`src/rtl/dpsm_pkg.sv`:
```
// Shared types and constants of the dual period speed meter.
`default_nettype none

package dpsm_pkg;

    // Fixed field widths of the interface.
    localparam int unsigned TPS_W       = 20;
    localparam int unsigned STALL_W     = 24;
    localparam int unsigned RATE_W      = 28;
    localparam int unsigned CFG_IDX_W   = 2;
    localparam int unsigned CFG_DATA_W  = 24;
    localparam int unsigned S_TDATA_W   = 8;
    localparam int unsigned M_TDATA_W   = 64;

    // Reset values of the configuration registers.
    localparam logic [TPS_W-1:0]   TPS_RESET   = TPS_W'(100000);
    localparam logic [STALL_W-1:0] STALL_RESET = STALL_W'(25000);

    // Saturated rate, also reported for a zero period.
    localparam logic [RATE_W-1:0]  RATE_MAX    = '1;

    // Configuration register indexes.
    localparam logic [CFG_IDX_W-1:0] REG_TPS   = CFG_IDX_W'(0);
    localparam logic [CFG_IDX_W-1:0] REG_STALL = CFG_IDX_W'(1);

    // Bit positions of the result transfer.
    localparam int unsigned OUT_SPEED_A_LSB = 0;
    localparam int unsigned OUT_SPEED_B_LSB = RATE_W;
    localparam int unsigned OUT_STALL_A_BIT = 2 * RATE_W;
    localparam int unsigned OUT_STALL_B_BIT = 2 * RATE_W + 1;

    // Sequencer states.
    typedef enum logic [1:0] {
        ST_IDLE,
        ST_NEXT,
        ST_DIV,
        ST_EMIT
    } state_t;

endpackage

`default_nettype wire

```
`src/rtl/dual_period_speed_meter.sv`:
```
// Top level of the dual period speed meter: counters, sequencer and ports.
//
// Usage: each transfer on the s_ channel carries a timebase tick and one
// rising-edge flag per channel. The tick advances both period counters
// (saturating); an edge snapshots its counter, clears it, and starts a
// rate computation rate = (ticks_per_second << FRAC_BITS) / period.
// Every input transfer yields exactly one m_ transfer with both speeds and
// both stall flags. A channel whose counter is at or above stall_ticks
// reads speed zero and stalled one.
// Timing: the block takes one item at a time. An item without edges passes
// through ST_NEXT and ST_EMIT to the result register; the next item is
// taken once the block is back in ST_IDLE. Each edge with a nonzero period
// runs the shared restoring divider, one quotient bit per cycle; an edge
// with a zero period skips the divider and reads the saturated rate.
// The cfg_ channel is always ready; the user must write it only while
// idle. The block itself does not enforce this.
// Reset: synchronous, active low; counters start at 25000 (clipped to the
// counter range), rates at zero, registers at their default values.
// Stall: a result waits in the output register until m_tready; the block
// then holds off the next input only when it has a new result to load.
`default_nettype none

module dual_period_speed_meter
    import dpsm_pkg::*;
#(
    parameter int unsigned COUNT_WIDTH = 24,
    parameter int unsigned FRAC_BITS   = 8
) (
    input  wire logic                  aclk,
    input  wire logic                  aresetn,
    // Input transfer.
    input  wire logic                  s_tvalid,
    output logic                       s_tready,
    // s_tdata: tick [0], edge_a [1], edge_b [2], zero fill [7:3]
    input  wire logic [S_TDATA_W-1:0]  s_tdata,
    // Result transfer.
    output logic                       m_tvalid,
    input  wire logic                  m_tready,
    // m_tdata: speed_a [27:0], speed_b [55:28], stalled_a [56],
    //          stalled_b [57], zero fill [63:58]
    output logic [M_TDATA_W-1:0]       m_tdata,
    // Configuration write channel.
    input  wire logic                  cfg_valid,
    output logic                       cfg_ready,
    input  wire logic [CFG_IDX_W-1:0]  cfg_index,
    input  wire logic [CFG_DATA_W-1:0] cfg_data
);

    localparam int unsigned DVD_W = TPS_W + FRAC_BITS;
    localparam int unsigned QX_W  = (DVD_W > RATE_W) ? DVD_W : RATE_W;
    localparam int unsigned CMP_W = (COUNT_WIDTH > STALL_W) ? COUNT_WIDTH : STALL_W;
    localparam longint unsigned CNT_MAX_L = (64'd1 << COUNT_WIDTH) - 64'd1;
    localparam longint unsigned STALL_RESET_L = 64'(STALL_RESET);
    localparam logic [COUNT_WIDTH-1:0] CNT_MAX = '1;
    localparam logic [COUNT_WIDTH-1:0] CNT_RESET =
        COUNT_WIDTH'((STALL_RESET_L > CNT_MAX_L) ? CNT_MAX_L : STALL_RESET_L);

    state_t state_reg, state_next;

    logic [TPS_W-1:0]       tps_reg;
    logic [STALL_W-1:0]     stall_reg;
    logic [COUNT_WIDTH-1:0] cnt_a_reg, cnt_a_next;
    logic [COUNT_WIDTH-1:0] cnt_b_reg, cnt_b_next;
    logic [COUNT_WIDTH-1:0] per_a_reg, per_a_next;
    logic [COUNT_WIDTH-1:0] per_b_reg, per_b_next;
    logic                   pend_a_reg, pend_a_next;
    logic                   pend_b_reg, pend_b_next;
    logic                   sel_b_reg, sel_b_next;
    logic [RATE_W-1:0]      rate_a_reg, rate_a_next;
    logic [RATE_W-1:0]      rate_b_reg, rate_b_next;
    logic                   m_valid_reg, m_valid_next;
    logic [M_TDATA_W-1:0]   m_data_reg, m_data_next;

    logic                   accept;
    logic                   tick, edge_a, edge_b;
    logic [COUNT_WIDTH-1:0] cnt_a_tick, cnt_b_tick;
    logic                   div_start;
    logic [COUNT_WIDTH-1:0] div_divisor;
    logic                   div_done;
    logic [DVD_W-1:0]       div_quo;
    logic [QX_W-1:0]        quo_ext;
    logic [RATE_W-1:0]      quo_sat;
    logic                   stalled_a, stalled_b;
    logic                   out_free;

    assign accept    = s_tvalid && s_tready;
    assign s_tready  = (state_reg == ST_IDLE);
    assign cfg_ready = 1'b1;
    assign out_free  = !m_valid_reg || m_tready;

    assign tick   = s_tdata[0];
    assign edge_a = s_tdata[1];
    assign edge_b = s_tdata[2];

    // Saturating tick increment of both period counters.
    assign cnt_a_tick = (tick && (cnt_a_reg != CNT_MAX)) ? cnt_a_reg + COUNT_WIDTH'(1) : cnt_a_reg;
    assign cnt_b_tick = (tick && (cnt_b_reg != CNT_MAX)) ? cnt_b_reg + COUNT_WIDTH'(1) : cnt_b_reg;

    // Quotient clipped to the rate range.
    assign quo_ext = QX_W'(div_quo);
    assign quo_sat = (quo_ext > QX_W'(RATE_MAX)) ? RATE_MAX : quo_ext[RATE_W-1:0];

    // Stall test against the limit, both sides widened to a common width.
    assign stalled_a = CMP_W'(cnt_a_reg) >= CMP_W'(stall_reg);
    assign stalled_b = CMP_W'(cnt_b_reg) >= CMP_W'(stall_reg);

    assign div_divisor = sel_b_next ? per_b_reg : per_a_reg;

    // Sequencer: take an item, run the pending divisions, load the result.
    always_comb begin
        state_next   = state_reg;
        cnt_a_next   = cnt_a_reg;
        cnt_b_next   = cnt_b_reg;
        per_a_next   = per_a_reg;
        per_b_next   = per_b_reg;
        pend_a_next  = pend_a_reg;
        pend_b_next  = pend_b_reg;
        sel_b_next   = sel_b_reg;
        rate_a_next  = rate_a_reg;
        rate_b_next  = rate_b_reg;
        m_valid_next = m_valid_reg && !m_tready;
        m_data_next  = m_data_reg;
        div_start    = 1'b0;
        unique case (state_reg)
            ST_IDLE: begin
                if (accept) begin
                    cnt_a_next  = edge_a ? '0 : cnt_a_tick;
                    cnt_b_next  = edge_b ? '0 : cnt_b_tick;
                    per_a_next  = cnt_a_tick;
                    per_b_next  = cnt_b_tick;
                    pend_a_next = edge_a;
                    pend_b_next = edge_b;
                    state_next  = ST_NEXT;
                end
            end
            ST_NEXT: begin
                if (pend_a_reg) begin
                    sel_b_next = 1'b0;
                    if (per_a_reg == '0) begin
                        rate_a_next = RATE_MAX;
                        pend_a_next = 1'b0;
                    end else begin
                        div_start  = 1'b1;
                        state_next = ST_DIV;
                    end
                end else if (pend_b_reg) begin
                    sel_b_next = 1'b1;
                    if (per_b_reg == '0) begin
                        rate_b_next = RATE_MAX;
                        pend_b_next = 1'b0;
                    end else begin
                        div_start  = 1'b1;
                        state_next = ST_DIV;
                    end
                end else begin
                    state_next = ST_EMIT;
                end
            end
            ST_DIV: begin
                if (div_done) begin
                    if (sel_b_reg) begin
                        rate_b_next = quo_sat;
                        pend_b_next = 1'b0;
                    end else begin
                        rate_a_next = quo_sat;
                        pend_a_next = 1'b0;
                    end
                    state_next = ST_NEXT;
                end
            end
            ST_EMIT: begin
                if (out_free) begin
                    m_valid_next = 1'b1;
                    m_data_next  = '0;
                    m_data_next[OUT_SPEED_A_LSB +: RATE_W] = stalled_a ? '0 : rate_a_reg;
                    m_data_next[OUT_SPEED_B_LSB +: RATE_W] = stalled_b ? '0 : rate_b_reg;
                    m_data_next[OUT_STALL_A_BIT] = stalled_a;
                    m_data_next[OUT_STALL_B_BIT] = stalled_b;
                    state_next = ST_IDLE;
                end
            end
            default: state_next = ST_IDLE;
        endcase
    end

    // State, counters, rates and configuration registers.
    always_ff @(posedge aclk) begin
        if (!aresetn) begin
            state_reg   <= ST_IDLE;
            tps_reg     <= TPS_RESET;
            stall_reg   <= STALL_RESET;
            cnt_a_reg   <= CNT_RESET;
            cnt_b_reg   <= CNT_RESET;
            pend_a_reg  <= 1'b0;
            pend_b_reg  <= 1'b0;
            sel_b_reg   <= 1'b0;
            rate_a_reg  <= '0;
            rate_b_reg  <= '0;
            m_valid_reg <= 1'b0;
        end else begin
            state_reg   <= state_next;
            cnt_a_reg   <= cnt_a_next;
            cnt_b_reg   <= cnt_b_next;
            pend_a_reg  <= pend_a_next;
            pend_b_reg  <= pend_b_next;
            sel_b_reg   <= sel_b_next;
            rate_a_reg  <= rate_a_next;
            rate_b_reg  <= rate_b_next;
            m_valid_reg <= m_valid_next;
            if (cfg_valid && cfg_ready) begin
                unique case (cfg_index)
                    REG_TPS:   tps_reg   <= cfg_data[TPS_W-1:0];
                    REG_STALL: stall_reg <= cfg_data[STALL_W-1:0];
                    default: ;
                endcase
            end
        end
        per_a_reg  <= per_a_next;
        per_b_reg  <= per_b_next;
        m_data_reg <= m_data_next;
    end

    // Shared divider for both channels.
    dpsm_div #(
        .DVD_W (DVD_W),
        .DVS_W (COUNT_WIDTH)
    ) u_div (
        .aclk     (aclk),
        .aresetn  (aresetn),
        .start    (div_start),
        .dividend (DVD_W'(tps_reg) << FRAC_BITS),
        .divisor  (div_divisor),
        .done     (div_done),
        .quotient (div_quo)
    );

    assign m_tvalid = m_valid_reg;
    assign m_tdata  = m_data_reg;

endmodule

`default_nettype wire

```
`src/rtl/dpsm_div.sv`:
```
// Restoring divider that produces one quotient bit per cycle.
`default_nettype none

module dpsm_div
    import dpsm_pkg::*;
#(
    parameter int unsigned DVD_W = 28,
    parameter int unsigned DVS_W = 24
) (
    input  wire logic             aclk,
    input  wire logic             aresetn,
    input  wire logic             start,
    input  wire logic [DVD_W-1:0] dividend,
    input  wire logic [DVS_W-1:0] divisor,
    output logic                  done,
    output logic [DVD_W-1:0]      quotient
);

    localparam int unsigned CNT_W = $clog2(DVD_W + 1);

    logic [DVS_W-1:0] rem_reg, rem_next;
    logic [DVD_W-1:0] quo_reg, quo_next;
    logic [DVS_W-1:0] dvs_reg, dvs_next;
    logic [CNT_W-1:0] cnt_reg, cnt_next;
    logic             busy_reg, busy_next;
    logic             done_reg, done_next;

    logic [DVS_W:0]   trial;
    logic             fits;

    // One restoring step: shift in the next dividend bit and try a subtract.
    assign trial = {rem_reg, quo_reg[DVD_W-1]};
    assign fits  = trial >= {1'b0, dvs_reg};

    always_comb begin
        rem_next  = rem_reg;
        quo_next  = quo_reg;
        dvs_next  = dvs_reg;
        cnt_next  = cnt_reg;
        busy_next = busy_reg;
        done_next = 1'b0;
        if (start) begin
            rem_next  = '0;
            quo_next  = dividend;
            dvs_next  = divisor;
            cnt_next  = CNT_W'(DVD_W);
            busy_next = 1'b1;
        end else if (busy_reg) begin
            if (fits) begin
                rem_next = DVS_W'(trial - {1'b0, dvs_reg});
            end else begin
                rem_next = trial[DVS_W-1:0];
            end
            quo_next = {quo_reg[DVD_W-2:0], fits};
            cnt_next = cnt_reg - CNT_W'(1);
            if (cnt_reg == CNT_W'(1)) begin
                busy_next = 1'b0;
                done_next = 1'b1;
            end
        end
    end

    // Control state is reset; the datapath registers are not.
    always_ff @(posedge aclk) begin
        if (!aresetn) begin
            busy_reg <= 1'b0;
            done_reg <= 1'b0;
            cnt_reg  <= '0;
        end else begin
            busy_reg <= busy_next;
            done_reg <= done_next;
            cnt_reg  <= cnt_next;
        end
        rem_reg <= rem_next;
        quo_reg <= quo_next;
        dvs_reg <= dvs_next;
    end

    assign done     = done_reg;
    assign quotient = quo_reg;

endmodule

`default_nettype wire

```
`config.mk`:
```
export PLATFORM = sky130hd
export DESIGN_NAME = dual_period_speed_meter
export DESIGN_NICKNAME = d
export VERILOG_FILES = /design/src/rtl/dpsm_pkg.sv /design/src/rtl/dual_period_speed_meter.sv /design/src/rtl/dpsm_div.sv
export SDC_FILE = /design/constraint.sdc
export NUM_CORES = 1
export LEC_CHECK = 0
export ABC_AREA = 1
export BUFFER_PORTS_ARGS = -buffer_cell sky130_fd_sc_hd__buf_2
export CORE_UTILIZATION = 62
export DETAILED_ROUTE_END_ITERATION = 6
export PLACE_DENSITY = 0.81
export SKIP_LAST_GASP = 1
export SLEW_MARGIN = 20
export SYNTH_ARGS = -nofsm -noshare
export SYNTH_HDL_FRONTEND = slang
export SYNTH_SLANG_ARGS = --single-unit
```
`constraint.sdc`:
```
create_clock -name aclk -period 5.02 [get_ports aclk]
set_input_delay 0.251 -clock aclk [delete_from_list [all_inputs] [get_ports aclk]]
set_output_delay 0.251 -clock aclk [all_outputs]
set_load 0.02 [all_outputs]
```
==> metrics.txt <==
Critical Path End Type flop; worst endpoint data arrival time around 3.7 ns; top area cells in the synthesized netlist edfxtp_1, dfxtp_1, nand2_1, inv_1, nor2_1; pre-CTS setup slack about 1.8 ns; fin crit share 0.647; CP Data Required Time between 5 and 6 ns; Port Buffers 93; placed cells 2872; WL/cell about 15 microns; Initial Util 0.636; Setup-failing EPs final 0; Iter 0 DRT Violations between 1500 and 2000; Final Instance Area approximately 0.02 sq mm; Final Wtd Congestion 0.941; Reg2Reg Setup Slack about 1.8 ns; CP cell instances inv_1 > nand4_1 > nor2_1 > nand3_1 > nand4_1 > nand2_2 > inv_1 > nand2_1 > o21ai_0; Top-Level Pins around 110; status complete, no violations; Hold WC Path Type in2reg; Avg Cell Area, Syn between 7 and 8 sq um; met3 routed WL ~3.8 mm; core area 0.0290 sq mm; Crit Path Class reg2reg; max-cap viol count 0; Peak Freq roughly 0.31 GHz; family with the most delay on the worst path simple AND/OR/NAND/NOR gates; met2 WL roughly 21 mm; Hold Path Stages 3; number of flip-flops under the largest register name 58; top sig layer met4; TritonCTS Buffers 37; CTS sink cnt 343; post_cts resized 0; number of distinct library cells after synthesis 47; worst-margin pin slew 1.06 ns; row cnt 62; Overflow after GRT 0; number of vias per cell 5.48; Crit-path slowest cell nand2_1; worst stage delay on the critical path approximately 0.83 ns; share of the synthesized area in the top cell type 0.244; Lkg Pwr just over 9 nW; # DRC 0; FF-to-FF path depth 9; post-route setup TNS 0 ns; via count about 16000; Clk Latency, worst-skew pair about 0.53 ns; CTS tree built; hold_buf cts 12; Post-synth EDFFs 150; final setup skew around 0.016 ns; Post-CTS Setup Inserts 0; Critical Path Start Type flop; initial antenna violation count 1; clock tree buffer depth 3; first-pass GRT wire length 72.6 mm; ANT nets after route 0; Layout area overhead 11.1%; final worst path period need around 3.2 ns; Global Route Usage Sum 0.296; Die Ht between 150 and 200 microns; Hold Violations, Final 0; Detailed Routing Iterations Pass 1 6; root buffer cell clkbuf_16; Yosys warnings 0; Detailed Place HPWL about 32 mm; most frequent cells in the layout nand2_1, inv_1, nor2_1; ys async rst share 0; ys flop type dfxtp_1; Worst slew margin 0.294; RSZ-0062 raised after global routing no; CP Max Fanout 25; Die Area slightly above 0.03 sq mm; layout cells sized above 1 0.0821; H-tree depth 2; maximum vdd drop about 0.35 mV; post-place instance area roughly 0.019 sq mm; crit path buf inv count 2; final net count between 2000 and 3000; vias in the first global route roughly 15000; WL met1 around 19 mm; Slew Limit Fails 0; total routed wirelength approximately 46 mm; P per Cell Area approximately 480 mW/mm^2; synthesized instance count roughly 2500; non-filler cells, final a little under 3000; Synth area leader edfxtp_1; Post-Syn Area between 0.015 and 0.02 sq mm; Reg clk slew, reported paths approximately 0.060 ns; register area share after synthesis 0.453; Final WS setup around 1.8 ns; Finished Core Util 0.707; stages on the worst setup path 9; largest net degree at the start of global routing 71; #FFs+latches synth 343; most common cell after layout, fill and taps aside nand2_1; die width approximately 170 microns
## through the flow
stage / hold WS (ns) / total power, mW
after global routing: 0.00904 / 10.3
after detailed placement: 0.460 / 6.93
after global placement: 0.451 / 6.82
final: 0.0126 / 9.81
after CTS: 0.00223 / 9.67
after floorplan: 0.364 / 6.17
## cell usage after synthesis, types with 3 or more instances
| library cell | instances |
|---|---|
| nand4_1 | 47 |
| inv_2 | 5 |
| clkbuf_1 | 59 |
| xor2_1 | 38 |
| nand2_1 | 650 |
| dfxtp_1 | 193 |
| o21ai_0 | 87 |
| edfxtp_1 | 150 |
| inv_1 | 348 |
| nor3_1 | 25 |
| nand3b_1 | 6 |
| nand2_2 | 6 |
| a21oi_1 | 165 |
| buf_4 | 8 |
| and2_1 | 17 |
| buf_1 | 16 |
| buf_6 | 6 |
| nand3_1 | 180 |
| o211ai_1 | 11 |
| xnor2_1 | 6 |
| buf_2 | 21 |
| ha_1 | 80 |
| nor2_2 | 7 |
| nor2_1 | 313 |
| a21boi_0 | 5 |
| o21ai_1 | 3 |
## final cells by class
type | count | area (sq um)
diodes | 1 | 2.50
repair buffers | 124 | 786
inverters | 355 | 1340
flip-flops and latches | 343 | 8370
multi-input cells | 1682 | 8320
clock buffers | 58 | 1120
clock inverters | 9 | 104
well taps | 384 | 480
fillers | 2321 | 8500
## power breakdown
part	leakage, nW	internal [mW]	total [mW]	switching (mW)
Combinational	5.71	0.927	3.09	2.17
Clock	0.604	1.60	2.73	1.12
Sequential	2.98	3.65	3.98	0.337
## path summary, 6_finish.rpt
check                              startpoint                 to
worst min register to register    tps_reg[15]        tps_reg[15]
worst max-delay path            per_b_reg[23]  u_div.quotient[1]
worst max register to register  per_b_reg[23]  u_div.quotient[1]
worst min-delay path             cfg_data[12]        tps_reg[12]
## cell families (layout without fill, tap and decap cells)
| logic type | Yosys count | in the layout | synth area share |
|---|---|---|---|
| other cells | 2 | 8 | 0.000407 |
| buf+inv | 465 | 546 | 0.100 |
| simple gates | 1264 | 1264 | 0.287 |
| flops | 343 | 343 | 0.453 |
| xor+xnor | 45 | 45 | 0.0218 |
| fa+ha+maj | 81 | 81 | 0.0553 |
| mux | 2 | 2 | 0.00122 |
| compound gates | 283 | 283 | 0.0810 |
## metal layers
layer,vias up,global-route usage
met2,675,0.472
li1,8044,-
met3,127,0.0455
met5,-,0
met1,7339,0.406
met4,0,0.117
## worst min-delay path: cells and delay by family
kind / cells / cell delay, ns
simple gates: 1 / 0.08
compound gates: 1 / 0.08
buf+inv: 1 / 0.10
No activity file was read; power rests on OpenSTA's default activity.
